--- src/sv/assert_macros.svh ---
// Assertion helpers. They expect clk and arst_n in the scope of use.
`ifndef ASSERT_MACROS_SVH
`define ASSERT_MACROS_SVH

// Same-cycle implication.
`define ASSERT_IMPLY(label, ante, cons, msg) \
	label: assert property (@(posedge clk) disable iff (!arst_n) (ante) |-> (cons)) \
		else $error(msg);

// Implication that checks the next cycle.
`define ASSERT_NEXT(label, ante, cons, msg) \
	label: assert property (@(posedge clk) disable iff (!arst_n) (ante) |=> (cons)) \
		else $error(msg);

`endif

--- src/sv/sbcc_pkg.sv ---
package sbcc_pkg;

	localparam int unsigned TIME_W     = 31;
	localparam int unsigned LIMIT_W    = 8;
	localparam int unsigned RETRY_W    = 12;
	localparam int unsigned CREDIT_W   = 10;
	localparam int unsigned RESULT_W   = 3;
	localparam int unsigned JITTER_W   = 3;
	localparam int unsigned CFG_IDX_W  = 3;
	localparam int unsigned CFG_DATA_W = 12;

	localparam int unsigned FRAC_BITS_DEF = 4;
	localparam int unsigned STALE_SECONDS = 300;

	localparam logic MODE_QUERY  = 1'b0;
	localparam logic MODE_RECORD = 1'b1;

	localparam logic [JITTER_W-1:0] JITTER_MAX = JITTER_W'(4);

	localparam logic [LIMIT_W-1:0]  NET_FAIL_LIMIT_RST   = LIMIT_W'(60);
	localparam logic [RETRY_W-1:0]  NET_RETRY_BASE_RST   = RETRY_W'(300);
	localparam logic [RETRY_W-1:0]  NET_RETRY_MAX_RST    = RETRY_W'(3600);
	localparam logic [LIMIT_W-1:0]  QUOTA_FAIL_LIMIT_RST = LIMIT_W'(1);
	localparam logic [RETRY_W-1:0]  QUOTA_RETRY_BASE_RST = RETRY_W'(3);
	localparam logic [RETRY_W-1:0]  QUOTA_RETRY_MAX_RST  = RETRY_W'(60);
	localparam logic [CREDIT_W-1:0] CONC_MAX_RST         = CREDIT_W'(512);
	localparam logic [CREDIT_W-1:0] CONC_TRIGGER_RST     = CREDIT_W'(256);

	typedef enum logic [CFG_IDX_W-1:0] {
		REG_NET_FAIL_LIMIT   = 3'd0,
		REG_NET_RETRY_BASE   = 3'd1,
		REG_NET_RETRY_MAX    = 3'd2,
		REG_QUOTA_FAIL_LIMIT = 3'd3,
		REG_QUOTA_RETRY_BASE = 3'd4,
		REG_QUOTA_RETRY_MAX  = 3'd5,
		REG_CONC_MAX         = 3'd6,
		REG_CONC_TRIGGER     = 3'd7
	} cfg_reg_t;

	typedef enum logic [RESULT_W-1:0] {
		RES_OK         = 3'd0,
		RES_DISCARD    = 3'd1,
		RES_NET_FAIL   = 3'd2,
		RES_QUOTA_FAIL = 3'd3,
		RES_OTHER      = 3'd4
	} send_result_t;

	typedef struct packed {
		logic [LIMIT_W-1:0]  net_fail_limit;
		logic [RETRY_W-1:0]  net_retry_base;
		logic [RETRY_W-1:0]  net_retry_max;
		logic [LIMIT_W-1:0]  quota_fail_limit;
		logic [RETRY_W-1:0]  quota_retry_base;
		logic [RETRY_W-1:0]  quota_retry_max;
		logic [CREDIT_W-1:0] concurrency_max;
		logic [CREDIT_W-1:0] concurrency_trigger;
	} cfg_t;

endpackage

--- src/sv/sbcc_if.sv ---
interface sbcc_in_if import sbcc_pkg::*; ();
	logic                valid;
	logic                ready;
	logic                mode;
	logic [TIME_W-1:0]   now_seconds;
	logic [RESULT_W-1:0] send_result;
	logic [JITTER_W-1:0] jitter;

	modport source (output valid, mode, now_seconds, send_result, jitter, input ready);
	modport sink (input valid, mode, now_seconds, send_result, jitter, output ready);
endinterface

interface sbcc_out_if import sbcc_pkg::*; ();
	logic                valid;
	logic                ready;
	logic                can_send;
	logic                credit_ok;
	logic                below_trigger;
	logic                was_disabled;
	logic [CREDIT_W-1:0] credit;

	modport source (output valid, can_send, credit_ok, below_trigger, was_disabled, credit,
		input ready);
	modport sink (input valid, can_send, credit_ok, below_trigger, was_disabled, credit,
		output ready);
endinterface

--- src/sv/sbcc_cfg.sv ---
module sbcc_cfg import sbcc_pkg::*; (
	input  logic                  clk,
	input  logic                  arst_n,
	input  logic                  we,
	input  logic [CFG_IDX_W-1:0]  index,
	input  logic [CFG_DATA_W-1:0] data,
	output cfg_t                  cfg
);

	cfg_t cfg_q;

	always_ff @(posedge clk or negedge arst_n) begin
		if (!arst_n) begin
			cfg_q.net_fail_limit      <= NET_FAIL_LIMIT_RST;
			cfg_q.net_retry_base      <= NET_RETRY_BASE_RST;
			cfg_q.net_retry_max       <= NET_RETRY_MAX_RST;
			cfg_q.quota_fail_limit    <= QUOTA_FAIL_LIMIT_RST;
			cfg_q.quota_retry_base    <= QUOTA_RETRY_BASE_RST;
			cfg_q.quota_retry_max     <= QUOTA_RETRY_MAX_RST;
			cfg_q.concurrency_max     <= CONC_MAX_RST;
			cfg_q.concurrency_trigger <= CONC_TRIGGER_RST;
		end else if (we) begin
			unique case (cfg_reg_t'(index))
				REG_NET_FAIL_LIMIT:   cfg_q.net_fail_limit      <= data[LIMIT_W-1:0];
				REG_NET_RETRY_BASE:   cfg_q.net_retry_base      <= data[RETRY_W-1:0];
				REG_NET_RETRY_MAX:    cfg_q.net_retry_max       <= data[RETRY_W-1:0];
				REG_QUOTA_FAIL_LIMIT: cfg_q.quota_fail_limit    <= data[LIMIT_W-1:0];
				REG_QUOTA_RETRY_BASE: cfg_q.quota_retry_base    <= data[RETRY_W-1:0];
				REG_QUOTA_RETRY_MAX:  cfg_q.quota_retry_max     <= data[RETRY_W-1:0];
				REG_CONC_MAX:         cfg_q.concurrency_max     <= data[CREDIT_W-1:0];
				REG_CONC_TRIGGER:     cfg_q.concurrency_trigger <= data[CREDIT_W-1:0];
				default: ;
			endcase
		end
	end

	assign cfg = cfg_q;

endmodule

--- src/sv/sbcc_track.sv ---
module sbcc_track import sbcc_pkg::*; #(
	parameter int unsigned FRAC_BITS = FRAC_BITS_DEF
) (
	input  logic [TIME_W-1:0]                   now,
	input  logic [TIME_W-1:0]                   err_time,
	input  logic [RETRY_W+FRAC_BITS:0]          interval,
	input  logic [RETRY_W+FRAC_BITS+1:0]        scaled,
	input  logic [RETRY_W-1:0]                  retry_max,
	output logic                                reached,
	output logic [RETRY_W+FRAC_BITS:0]          grown
);

	localparam int unsigned IV_W = RETRY_W + FRAC_BITS + 1;

	logic [TIME_W-1:0] diff;
	logic [TIME_W-1:0] whole_sec;
	logic [IV_W:0]     ceiling;

	// Wrapping difference; top bit set means the error time lies ahead.
	assign diff      = now - err_time;
	assign whole_sec = TIME_W'(interval[IV_W-1:FRAC_BITS]);
	assign reached   = !diff[TIME_W-1] && (diff >= whole_sec);

	assign ceiling = (IV_W+1)'({retry_max, {FRAC_BITS{1'b0}}});
	assign grown   = (scaled > ceiling) ? IV_W'(ceiling) : IV_W'(scaled);

endmodule

--- src/sv/sender_backoff_concurrency_ctrl.sv ---
// An accepted input beat passes the input register, then the result register, to its result beat.
// Throughput: one beat per cycle while results are taken; one state-update pass between registers.
// The input side keeps taking beats while a finished result waits, until both registers are full.
// Reset (arst_n low, asynchronous): both pipeline registers empty, tracks enabled with zero counts,
// intervals at the default bases, credit at the default maximum, config registers at defaults.
module sender_backoff_concurrency_ctrl import sbcc_pkg::*; #(
	parameter int unsigned FRAC_BITS = FRAC_BITS_DEF
) (
	input  logic                  clk,
	input  logic                  arst_n,
	sbcc_in_if.sink               item,
	sbcc_out_if.source            result,
	input  logic                  cfg_we,
	input  logic [CFG_IDX_W-1:0]  cfg_index,
	input  logic [CFG_DATA_W-1:0] cfg_data
);

`include "assert_macros.svh"

	// Interval width in fixed point: seconds field, fraction, one guard bit for base plus jitter.
	localparam int unsigned IV_W = RETRY_W + FRAC_BITS + 1;

	localparam logic [IV_W-1:0] NET_IV_RST   = IV_W'(NET_RETRY_BASE_RST) << FRAC_BITS;
	localparam logic [IV_W-1:0] QUOTA_IV_RST = IV_W'(QUOTA_RETRY_BASE_RST) << FRAC_BITS;
	localparam logic [TIME_W-1:0] STALE_LIMIT = TIME_W'(STALE_SECONDS);

	cfg_t cfg;

	sbcc_cfg u_cfg (
		.clk    (clk),
		.arst_n (arst_n),
		.we     (cfg_we),
		.index  (cfg_index),
		.data   (cfg_data),
		.cfg    (cfg)
	);

	// ---------------------------------------------------------------
	// Input register
	// ---------------------------------------------------------------
	logic                item_valid_s1;
	logic                mode_s1;
	logic [TIME_W-1:0]   now_s1;
	logic [RESULT_W-1:0] result_s1;
	logic [JITTER_W-1:0] jitter_s1;

	logic out_valid_s2;
	logic advance;

	// The stage-1 beat moves on when the result register is empty or drains this cycle.
	assign advance    = item_valid_s1 && (!out_valid_s2 || result.ready);
	assign item.ready = !item_valid_s1 || advance;

	always_ff @(posedge clk or negedge arst_n) begin
		if (!arst_n) begin
			item_valid_s1 <= 1'b0;
		end else if (item.ready) begin
			item_valid_s1 <= item.valid;
		end
	end

	always_ff @(posedge clk) begin
		if (item.valid && item.ready) begin
			mode_s1   <= item.mode;
			now_s1    <= item.now_seconds;
			result_s1 <= item.send_result;
			jitter_s1 <= item.jitter;
		end
	end

	// ---------------------------------------------------------------
	// Per-destination state
	// ---------------------------------------------------------------
	logic [LIMIT_W-1:0]  net_cnt_q,     net_cnt_d;
	logic [LIMIT_W-1:0]  quota_cnt_q,   quota_cnt_d;
	logic [TIME_W-1:0]   net_time_q,    net_time_d;
	logic [TIME_W-1:0]   quota_time_q,  quota_time_d;
	logic [IV_W-1:0]     net_iv_q,      net_iv_d;
	logic [IV_W-1:0]     quota_iv_q,    quota_iv_d;
	logic                net_en_q,      net_en_d;
	logic                quota_en_q,    quota_en_d;
	logic [CREDIT_W-1:0] credit_q,      credit_d;
	logic [TIME_W-1:0]   credit_time_q, credit_time_d;

	always_ff @(posedge clk or negedge arst_n) begin
		if (!arst_n) begin
			net_cnt_q     <= '0;
			quota_cnt_q   <= '0;
			net_time_q    <= '0;
			quota_time_q  <= '0;
			net_iv_q      <= NET_IV_RST;
			quota_iv_q    <= QUOTA_IV_RST;
			net_en_q      <= 1'b1;
			quota_en_q    <= 1'b1;
			credit_q      <= CONC_MAX_RST;
			credit_time_q <= '0;
		end else if (advance) begin
			net_cnt_q     <= net_cnt_d;
			quota_cnt_q   <= quota_cnt_d;
			net_time_q    <= net_time_d;
			quota_time_q  <= quota_time_d;
			net_iv_q      <= net_iv_d;
			quota_iv_q    <= quota_iv_d;
			net_en_q      <= net_en_d;
			quota_en_q    <= quota_en_d;
			credit_q      <= credit_d;
			credit_time_q <= credit_time_d;
		end
	end

	// ---------------------------------------------------------------
	// Retry checks: network grows by 1.5, quota by 2, both clamped
	// ---------------------------------------------------------------
	logic [IV_W:0]   net_scaled;
	logic [IV_W:0]   quota_scaled;
	logic            net_reached;
	logic            quota_reached;
	logic [IV_W-1:0] net_grown;
	logic [IV_W-1:0] quota_grown;

	assign net_scaled   = {1'b0, net_iv_q} + (IV_W+1)'(net_iv_q >> 1);
	assign quota_scaled = {quota_iv_q, 1'b0};

	sbcc_track #(.FRAC_BITS(FRAC_BITS)) u_net_track (
		.now       (now_s1),
		.err_time  (net_time_q),
		.interval  (net_iv_q),
		.scaled    (net_scaled),
		.retry_max (cfg.net_retry_max),
		.reached   (net_reached),
		.grown     (net_grown)
	);

	sbcc_track #(.FRAC_BITS(FRAC_BITS)) u_quota_track (
		.now       (now_s1),
		.err_time  (quota_time_q),
		.interval  (quota_iv_q),
		.scaled    (quota_scaled),
		.retry_max (cfg.quota_retry_max),
		.reached   (quota_reached),
		.grown     (quota_grown)
	);

	// ---------------------------------------------------------------
	// Credit, failure counts and success reload values
	// ---------------------------------------------------------------
	logic                is_success;
	logic [CREDIT_W:0]   credit_sum;
	logic                credit_over;
	logic [TIME_W-1:0]   credit_age;
	logic                credit_stale;
	logic [LIMIT_W:0]    net_bump;
	logic [LIMIT_W:0]    quota_bump;
	logic                net_hit;
	logic                quota_hit;
	logic [JITTER_W-1:0] jitter_sat;
	logic [RETRY_W:0]    quota_base_sec;

	assign is_success  = (result_s1 == RES_OK) || (result_s1 == RES_DISCARD);
	assign credit_sum  = {1'b0, credit_q} + (is_success ? (CREDIT_W+1)'(2) : (CREDIT_W+1)'(1));
	assign credit_over = credit_sum > {1'b0, cfg.concurrency_max};

	// A zero credit left alone long enough comes back to one; a time ahead of us never counts.
	assign credit_age   = now_s1 - credit_time_q;
	assign credit_stale = (credit_q == '0) && !credit_age[TIME_W-1] && (credit_age > STALE_LIMIT);

	// Saturate the failure count at its limit; a zero limit trips on the first failure.
	assign net_bump   = {1'b0, net_cnt_q} + (LIMIT_W+1)'(1);
	assign quota_bump = {1'b0, quota_cnt_q} + (LIMIT_W+1)'(1);
	assign net_hit    = net_bump >= {1'b0, cfg.net_fail_limit};
	assign quota_hit  = quota_bump >= {1'b0, cfg.quota_fail_limit};

	assign jitter_sat     = (jitter_s1 > JITTER_MAX) ? JITTER_MAX : jitter_s1;
	assign quota_base_sec = {1'b0, cfg.quota_retry_base} + (RETRY_W+1)'(jitter_sat);

	logic                can_d;
	logic                cok_d;
	logic                below_d;
	logic                wasdis_d;

	always_comb begin
		net_cnt_d     = net_cnt_q;
		quota_cnt_d   = quota_cnt_q;
		net_time_d    = net_time_q;
		quota_time_d  = quota_time_q;
		net_iv_d      = net_iv_q;
		quota_iv_d    = quota_iv_q;
		net_en_d      = net_en_q;
		quota_en_d    = quota_en_q;
		credit_d      = credit_q;
		credit_time_d = credit_time_q;
		can_d         = 1'b0;
		cok_d         = 1'b0;
		below_d       = 1'b0;
		wasdis_d      = 1'b0;

		if (mode_s1 == MODE_QUERY) begin
			can_d = 1'b1;
			// Network track first; when it re-enables now the quota track waits for the next query.
			if (!net_en_q) begin
				if (net_reached) begin
					net_iv_d   = net_grown;
					net_time_d = now_s1;
					net_cnt_d  = '0;
					net_en_d   = 1'b1;
				end else begin
					can_d = 1'b0;
				end
			end else if (!quota_en_q) begin
				if (quota_reached) begin
					quota_iv_d   = quota_grown;
					quota_time_d = now_s1;
					quota_cnt_d  = '0;
					quota_en_d   = 1'b1;
				end else begin
					can_d = 1'b0;
				end
			end
			if (credit_stale) begin
				credit_d      = CREDIT_W'(1);
				credit_time_d = now_s1;
			end
			cok_d = credit_d != '0;
		end else begin
			wasdis_d = !(net_en_q && quota_en_q);
			case (result_s1) inside
				RES_OK, RES_DISCARD: begin
					// Success doubles as region recovery: reload both tracks.
					net_cnt_d   = '0;
					quota_cnt_d = '0;
					net_en_d    = 1'b1;
					quota_en_d  = 1'b1;
					net_iv_d    = IV_W'({cfg.net_retry_base, {FRAC_BITS{1'b0}}});
					quota_iv_d  = IV_W'({quota_base_sec, {FRAC_BITS{1'b0}}});
				end
				RES_NET_FAIL: begin
					net_time_d = now_s1;
					if (net_hit) begin
						net_cnt_d = cfg.net_fail_limit;
						net_en_d  = 1'b0;
					end else begin
						net_cnt_d = net_bump[LIMIT_W-1:0];
					end
				end
				RES_QUOTA_FAIL: begin
					quota_time_d = now_s1;
					if (quota_hit) begin
						quota_cnt_d = cfg.quota_fail_limit;
						quota_en_d  = 1'b0;
					end else begin
						quota_cnt_d = quota_bump[LIMIT_W-1:0];
					end
				end
				default: ;
			endcase

			// Credit: quota failure drops to one, everything else adds with saturation.
			if (result_s1 == RES_QUOTA_FAIL) begin
				credit_d      = CREDIT_W'(1);
				credit_time_d = now_s1;
			end else if (credit_over) begin
				credit_d = cfg.concurrency_max;
			end else begin
				credit_d      = credit_sum[CREDIT_W-1:0];
				credit_time_d = now_s1;
			end

			below_d = is_success && (credit_d < cfg.concurrency_trigger);
		end
	end

	// ---------------------------------------------------------------
	// Result register
	// ---------------------------------------------------------------
	logic                can_s2;
	logic                cok_s2;
	logic                below_s2;
	logic                wasdis_s2;
	logic [CREDIT_W-1:0] credit_s2;

	always_ff @(posedge clk or negedge arst_n) begin
		if (!arst_n) begin
			out_valid_s2 <= 1'b0;
		end else if (advance) begin
			out_valid_s2 <= 1'b1;
		end else if (result.ready) begin
			out_valid_s2 <= 1'b0;
		end
	end

	always_ff @(posedge clk) begin
		if (advance) begin
			can_s2    <= can_d;
			cok_s2    <= cok_d;
			below_s2  <= below_d;
			wasdis_s2 <= wasdis_d;
			credit_s2 <= credit_d;
		end
	end

	assign result.valid         = out_valid_s2;
	assign result.can_send      = can_s2;
	assign result.credit_ok     = cok_s2;
	assign result.below_trigger = below_s2;
	assign result.was_disabled  = wasdis_s2;
	assign result.credit        = credit_s2;

	// ---------------------------------------------------------------
	// Checks
	// ---------------------------------------------------------------
	logic adv_record;

	assign adv_record = advance && (mode_s1 == MODE_RECORD);

	`ASSERT_IMPLY(a_ready_when_free, !out_valid_s2, item.ready, "input stalled with result slot free")
	`ASSERT_NEXT(a_quota_fail_credit, adv_record && (result_s1 == RES_QUOTA_FAIL),
		credit_q == CREDIT_W'(1), "quota failure did not drop credit to one")
	`ASSERT_IMPLY(a_net_disable_cause, $fell(net_en_q),
		$past(adv_record && (result_s1 == RES_NET_FAIL)), "network track disabled without a failure")
	`ASSERT_NEXT(a_credit_reported, advance, result.credit == credit_q,
		"reported credit differs from stored credit")

endmodule

--- src/flat_wrapper.sv ---
// flat-port wrapper written by rule: the top's interface ports become plain ports
module sender_backoff_concurrency_ctrl_flat import sbcc_pkg::*;
#(
	parameter int unsigned FRAC_BITS = FRAC_BITS_DEF
)
  (clk, arst_n, cfg_we, cfg_index, cfg_data, item_valid, item_mode, item_now_seconds, item_send_result, item_jitter, item_ready, result_valid, result_can_send, result_credit_ok, result_below_trigger, result_was_disabled, result_credit, result_ready);
  sbcc_in_if item_i ();
  sbcc_out_if result_i ();
  input  logic clk;
  input  logic arst_n;
  input  logic cfg_we;
  input  logic [CFG_IDX_W-1:0] cfg_index;
  input  logic [CFG_DATA_W-1:0] cfg_data;
  input wire logic [$bits(item_i.valid)-1:0] item_valid;
  input wire logic [$bits(item_i.mode)-1:0] item_mode;
  input wire logic [$bits(item_i.now_seconds)-1:0] item_now_seconds;
  input wire logic [$bits(item_i.send_result)-1:0] item_send_result;
  input wire logic [$bits(item_i.jitter)-1:0] item_jitter;
  output wire logic [$bits(item_i.ready)-1:0] item_ready;
  output wire logic [$bits(result_i.valid)-1:0] result_valid;
  output wire logic [$bits(result_i.can_send)-1:0] result_can_send;
  output wire logic [$bits(result_i.credit_ok)-1:0] result_credit_ok;
  output wire logic [$bits(result_i.below_trigger)-1:0] result_below_trigger;
  output wire logic [$bits(result_i.was_disabled)-1:0] result_was_disabled;
  output wire logic [$bits(result_i.credit)-1:0] result_credit;
  input wire logic [$bits(result_i.ready)-1:0] result_ready;
  assign item_i.valid = item_valid;
  assign item_i.mode = item_mode;
  assign item_i.now_seconds = item_now_seconds;
  assign item_i.send_result = item_send_result;
  assign item_i.jitter = item_jitter;
  assign item_ready = item_i.ready;
  assign result_valid = result_i.valid;
  assign result_can_send = result_i.can_send;
  assign result_credit_ok = result_i.credit_ok;
  assign result_below_trigger = result_i.below_trigger;
  assign result_was_disabled = result_i.was_disabled;
  assign result_credit = result_i.credit;
  assign result_i.ready = result_ready;
  sender_backoff_concurrency_ctrl #(.FRAC_BITS(FRAC_BITS)) u_core (.clk(clk), .arst_n(arst_n), .item(item_i), .result(result_i), .cfg_we(cfg_we), .cfg_index(cfg_index), .cfg_data(cfg_data));
endmodule
--- config.mk ---
export PLATFORM = sky130hd
export DESIGN_NAME = sender_backoff_concurrency_ctrl_flat
export DESIGN_NICKNAME = d
export VERILOG_FILES = /design/src/sv/sbcc_pkg.sv /design/src/sv/sbcc_if.sv /design/src/sv/sbcc_cfg.sv /design/src/sv/sbcc_track.sv /design/src/sv/sender_backoff_concurrency_ctrl.sv /design/src/flat_wrapper.sv
export VERILOG_INCLUDE_DIRS = /design/src /design/src/sv
export SDC_FILE = /design/constraint.sdc
export NUM_CORES = 1
export LEC_CHECK = 0
export ABC_CLOCK_PERIOD_IN_PS = 8300
export BUFFER_PORTS_ARGS = -buffer_cell sky130_fd_sc_hd__buf_2
export CORE_MARGIN = 10
export CORE_UTILIZATION = 65
export CTS_CLUSTER_DIAMETER = 150
export DETAILED_ROUTE_END_ITERATION = 8
export GPL_TIMING_DRIVEN = 1
export PLACE_DENSITY = 0.81
export SYNTH_ARGS = -nofsm -noshare
export SYNTH_HDL_FRONTEND = slang
export SYNTH_SLANG_ARGS = --single-unit
--- constraint.sdc ---
create_clock -name clk -period 8.3 [get_ports clk]
set_clock_uncertainty 0.2 [all_clocks]
set_input_delay 1.245 -clock clk [delete_from_list [all_inputs] [get_ports clk]]
set_output_delay 1.245 -clock clk [all_outputs]
set_load 0.05 [all_outputs]
---- Word level (Yosys, flattened, before mapping) ----
Cells that the tools add are included.
operators by class
  add/sub/neg operators ................... 8
  order comparisons ....................... 10
  eq/ne operators ......................... 23
  multiplexer cells ....................... 66
  reduce and logical (&&, ||, !) cells .... 44
operator list
  cell                 count
  $mux 31              16
  $mux 17              11
  $mux 8               14
  $sub 31x31->31       3
  $ge 31x13->1         2
  $mux 10              6
  $gt 18x16->1         2
  $gt 31x9->1 const B  1
  $add 17x16->18       1
  $add 8x1->9 const B  2
  $ge 9x8->1           2
  $ne 3x3->1 const B   6
  $mux 1               17
  $reduce_and 2->1     8
  $reduce_and 5->1     3
  $add 12x3->13        1
  $eq 3x2->1 const B   4
  $eq 3x3->1 const B   4
  $add 10x11->11       1
  $gt 11x10->1         1
  $logic_not 10->1     1
  $lt 10x10->1         1
  $ne 2x2->1 const B   5
  $reduce_bool 10->1   1
  15 further kinds     38
storage, ports and cells
  flip-flop bits (word level) ............. 293
  input bits .............................. 58
  output and inout bits ................... 16
  word-level logic and storage cells ...... 180

---- Longest topological paths before layout ----
  depth in word-level cells ............... 10
  mapped depth ............................ 24
  depth with buffers taken out ............ 23

---- Hierarchy ----
A second synthesis with hierarchy kept.
unflattened totals
  cell total of the unflattened synthesis .. 2225
  area, all modules ....................... 21660.8 sq um
by module, submodules not included
  module                             instances  cells each  area an instance (sq um)  sequential area each (sq um)
  sender_backoff_concurrency_ctrl    1          1239        12857.3                   5501.5
  sbcc_cfg                           1          185         3238.1                    2128.3
  sbcc_track (u_core.u_net_track)    1          411         2899.0                    0.0
  sbcc_track (u_core.u_quota_track)  1          390         2666.3                    0.0

---- Worst setup path after synthesis ----
No wires, ideal clock.
  path type ............................... flip-flop to flip-flop
  start ................................... register u_core.result_s1[2]
  end ..................................... register u_core.below_s2 (netlist: u_core.result.below_trigger), data pin
  arrival time ............................ 4.608 ns
  data required time ...................... 7.943 ns
  path slack .............................. 3.336 ns
  cell stages (with the launch flop) ...... 24
  buffers on the path ..................... 1
  clock period less this slack ............ 4.964 ns
  path through ............................ edfxtp_1 -> nor2_1 -> clkbuf_1 -> inv_1 -> ha_1 -> fa_1 -> ha_1 -> nor2b_1 -> o21a_1 -> o21a_1 -> o21ai_0 -> a211o_1 -> a21oi_1 -> nor2_1 -> mux2i_1 -> nor2_1 -> ha_1 -> a21oi_1 -> nor2b_1 -> o21ai_0 -> nand2b_1 -> a21oi_1 -> o22ai_1 -> nor3_1
on the way
  word-level cells in the longest chain between the ends .. 10
  elaborated cells on any way between the ends .. 12
RTL lines
  element                                        RTL line                                RTL
  start, declared                                sender_backoff_concurrency_ctrl.sv:44   logic [RESULT_W-1:0] result_s1;
  start signal, assigned                         sender_backoff_concurrency_ctrl.sv:66   result_s1 <= item.send_result;
  $eq 3x1->1 or $logic_not 3->1 (tied branches)  sender_backoff_concurrency_ctrl.sv:159  assign is_success = (result_s1 == RES_OK) || (result_s1 == RES_DISCARD);
  $logic_or 1x1->1                               sender_backoff_concurrency_ctrl.sv:159
  $mux 2                                         sender_backoff_concurrency_ctrl.sv:160  assign credit_sum = {1'b0, credit_q} + (is_success ? (CREDIT_W+1)'(2) : (CREDIT_W+1)'(1));
  $add 10x11->11                                 sender_backoff_concurrency_ctrl.sv:160
  $gt 11x10->1                                   sender_backoff_concurrency_ctrl.sv:161  assign credit_over = credit_sum > {1'b0, cfg.concurrency_max};
  $mux 10                                        sender_backoff_concurrency_ctrl.sv:261  end else if (credit_over) begin
  $mux 10                                        sender_backoff_concurrency_ctrl.sv:258  if (result_s1 == RES_QUOTA_FAIL) begin
  $mux 10                                        sender_backoff_concurrency_ctrl.sv:197  if (mode_s1 == MODE_QUERY) begin
  $lt 10x10->1                                   sender_backoff_concurrency_ctrl.sv:268  below_d = is_success && (credit_d < cfg.concurrency_trigger);
  $logic_and 1x1->1 *                            sender_backoff_concurrency_ctrl.sv:268
  end signal, assigned                           sender_backoff_concurrency_ctrl.sv:295  below_s2 <= below_d;
  end, declared                                  sender_backoff_concurrency_ctrl.sv:277  logic below_s2;
Mark *: on every way between the ends. The rest lies on a longest branch, timed or not. The select of a mux whose other input is x is not followed.
A chain may end at the register's enable or synchronous reset.

---- Worst setup path after layout ----
Same ends and word-level chain as after synthesis.

==> results_dict.tcl <==
set metrics [dict create \
    status "finished clean" \
    grt_overflow_total 0 \
    wl_per_cell_um 21.0 \
    cts.sinks 289 \
    worst_pin_slew_ns 1.31 \
    drt_wl_total_mm 58.7 \
    seqPwrFrac 0.235 \
    drt-initial-drc-count 1585 \
    clk_latency_ns 0.52 \
    syn_to_final_growth_pct 7.90 \
    dpl.hpwl_mm 44.0 \
    io_pins 74 \
    clk_pin_slew_worst_paths_ns 0.06 \
    hold_path.class "reg -> reg" \
    die_w_um 203 \
    fin_setup_tns_ns 0 \
    worstSetupPathType "reg -> reg" \
    min_to "u_core.quota_time_q[13]$_DFFE_PN0P_" \
    grt_pass1_wl_mm 94.1 \
    final_area_mm2 0.0234 \
    setup_slack_ns 2.32 \
    grt_pass1_vias 17900 \
    rows 66 \
    antenna_left 0 \
    fill_cells 2481 \
    clockBufferDepth 3 \
    syn_inst 2284 \
    setup_viol_count_final 0 \
    ir_drop_mv 0.305 \
    critPathLaunchType "flop" \
    synth_top_family_by_area "compound AO/OA/AOI/OAI gates" \
    syn_avg_cell_area_um2 9.49 \
    ys_ff_latch 289 \
    drcViolationCount 0 \
    postCtsSetupRepairBufs 0 \
    root_buffer "clkbuf_16" \
    power_mw 9.95 \
    gp_congestion 0.940 \
    cts_tree "yes" \
    async_reset_ff_frac 0.820 \
    routed_via_density 6.44 \
    power_frac_clock 0.145 \
    die-area_mm2 0.0410 \
    p_comb_frac 0.620 \
    coreArea_mm2 0.0327 \
    finalMaxSlewViolations 0 \
    hold_depth 1 \
    hold_violations 0 \
    fin_nets 2598 \
    worstHoldStart "u_core.quota_time_q[13]$_DFFE_PN0P_" \
    rr_endpoint "u_core.result.below_trigger$_SDFFCE_PN0P_" \
    synth_seq_area_share 0.348 \
    slew_headroom 0.125 \
    power.switching_mw 4.58 \
    cap_violations 0 \
    final_common_cell "nand2_1" \
    antenna_found_initial 0 \
    dr.pass1.iters 8 \
    fmax_mhz 167 \
    pre_cts_ws_ns 2.46 \
    post-route-min-period_ns 5.98 \
    fin_crit_sh 0.720 \
    layout-drive-gt1-share 0.167 \
    r2r_slack_ns 2.32 \
    vias 18000 \
    synth_simple_gate_area_share 0.140 \
    grt_usage 0.278 \
    ys_types 101 \
    yosys_warnings 0 \
    cp.arrival_ns 6.14 \
    p_per_area_mw_per_mm2 426 \
    synth_compound_area_frac 0.187 \
    n_antenna_cell 0 \
    synth-adder-area-share 0.120 \
    rsz0062_at_grt "false" \
    grt_max_degree 111 \
    postCtsHoldBufs 0 \
    cts_inserted_buffers 34 \
    synth_edf_count 52 \
    worst-r2r-cell-count 18 \
    syn_area_mm2 0.0217 \
    cp_max_fo 13 \
    dieHeight_um 203 \
    post_cts_resize_count 0 \
    synthXorXnorAreaFrac 0.0388 \
    h-tree-depth 2 \
    intPower_mw 5.37 \
    post_dp_cell_area_mm2 0.0223 \
    portBuffers 73 \
    ys.flop_type "dfrtp_1" \
    critPathCaptureType "flop" \
    synth_fp_nets 2547 \
    critPathRequiredTime_ns 8.46 \
    synth_mux_area_frac 0.112 \
    switching_share 0.461 \
    p_leak_nw 10.7 \
    start_util 0.663 \
    r2r_start "u_core.result_s1[2]$_DFFE_PP_" \
    final_cell_mix "224 x nand2_1, 207 x dfrtp_1, 201 x inv_1" \
]
critical path, stage by stage, from the launching register on:
cell	delay, ns
edfxtp_1	0.42
nor2_1	0.79
inv_1	0.18
ha_1	0.27
fa_1	0.47
ha_1	0.32
nor2b_1	0.15
o21a_1	0.16
o21a_1	0.16
o21ai_0	0.17
a211o_1	0.15
a21oi_1	0.09
nor2_1	0.78
o22ai_1	0.26
and2_1	0.27
ha_1	0.33
a21o_1	0.17
a211o_1	0.30
nor3_1	0.18
power by group through the flow:
| stage | Clock [mW] | Sequential, mW | Combinational, mW |
|---|---|---|---|
| 5_1_grt | 1.51 | 2.39 | 6.81 |
| 6_report | 1.44 | 2.34 | 6.17 |
| 3_5_place_dp | 0 | 2.34 | 5.99 |
| 3_3_place_gp | 0 | 2.32 | 5.79 |
| 4_1_cts | 1.45 | 2.33 | 6.05 |
| 2_1_floorplan | 0 | 2.27 | 4.60 |
how the worst max path moves through the flow:
stage	to	slack (ns)	start
2_1_floorplan	u_core.result.below_trigger$_SDFFCE_PN0P_	3.34	u_core.result_s1[2]$_DFFE_PP_
3_3_place_gp	u_core.result.below_trigger$_SDFFCE_PN0P_	2.77	u_core.result_s1[2]$_DFFE_PP_
3_5_place_dp	u_core.result.below_trigger$_SDFFCE_PN0P_	2.46	u_core.result_s1[2]$_DFFE_PP_
4_1_cts	u_core.result.below_trigger$_SDFFCE_PN0P_	2.42	u_core.result_s1[2]$_DFFE_PP_
5_1_grt	u_core.result.below_trigger$_SDFFCE_PN0P_	1.95	u_core.result_s1[2]$_DFFE_PP_
6_report	u_core.result.below_trigger$_SDFFCE_PN0P_	2.32	u_core.result_s1[2]$_DFFE_PP_
cell type report:
cell class | instances | area (um2) | share of cell area
clock inverters | 15 | 111 | 0.00476
repair buffers | 86 | 473 | 0.0202
clock buffers | 45 | 953 | 0.0408
well taps | 442 | 553 | 0.0237
inverters | 203 | 762 | 0.0326
flip-flops and latches | 289 | 7530 | 0.322
multi-input cells | 1721 | 13000 | 0.556
synth_stat cells (17+ instances only):
cell        n  share of area
dfstp_2    30          0.036
nand4_1    33         0.0095
o21ai_0   123          0.028
xor2_1     40          0.016
inv_1     201          0.035
a31oi_1    18         0.0052
xnor2_1    56          0.023
dfrtp_1   207           0.24
nand3_1    61          0.014
and3_1     22         0.0064
mux2i_1    60          0.028
a21oi_1   118          0.027
nand2_1   224          0.039
a211oi_1   27         0.0094
nor3_1     38         0.0088
nand2b_1   22         0.0064
o22ai_2    30          0.017
ha_1      199           0.11
nor2b_1    19         0.0055
nor2_1    111          0.019
o31ai_1    20         0.0069
edfxtp_1   52          0.072
o21a_1     31          0.011
a21o_1     49          0.017
mux2_2    154          0.080
o211ai_1   20         0.0069
clkbuf_1   41         0.0071
nor4_1     17         0.0049
sequential cells by signal (all words and copies together) (netlist names), 8 cells and up:
register / cells
u_core.u_cfg.cfg: 84
u_core.credit_time_q: 31
u_core.net_time_q: 31
u_core.now_s1: 31
u_core.quota_time_q: 31
u_core.net_iv_q: 17
u_core.quota_iv_q: 13
u_core.credit_q: 10
u_core.result.credit: 10
u_core.net_cnt_q: 8
u_core.quota_cnt_q: 8
routing by layer:
metal  track usage  vias to the layer above  part of all wire
met2         0.464                      693              0.47
li1              -                     8434                 -
met1         0.362                     8762              0.43
met5             0                        -                 0
met3        0.0408                      141             0.060
met4        0.0978                        0             0.035
cells by family (layout without fill, tap and decap cells):
group	Yosys count	count (layout)
flops	289	289
buf+inv	274	349
xor+xnor	96	96
mux	222	222
compound gates	574	574
fa+ha+maj	205	205
simple gates	624	624
stage by stage:
stage,hold slack [ns],util,std cells
after global routing,0.315,0.715,2801
after CTS,0.297,0.715,2801
after detailed placement,0.284,0.682,2741
after global placement,0.261,0.682,2741
final,0.294,0.715,2801
after floorplan,0.257,-,2284
Note: power is estimated with default switching activity, not from simulation.
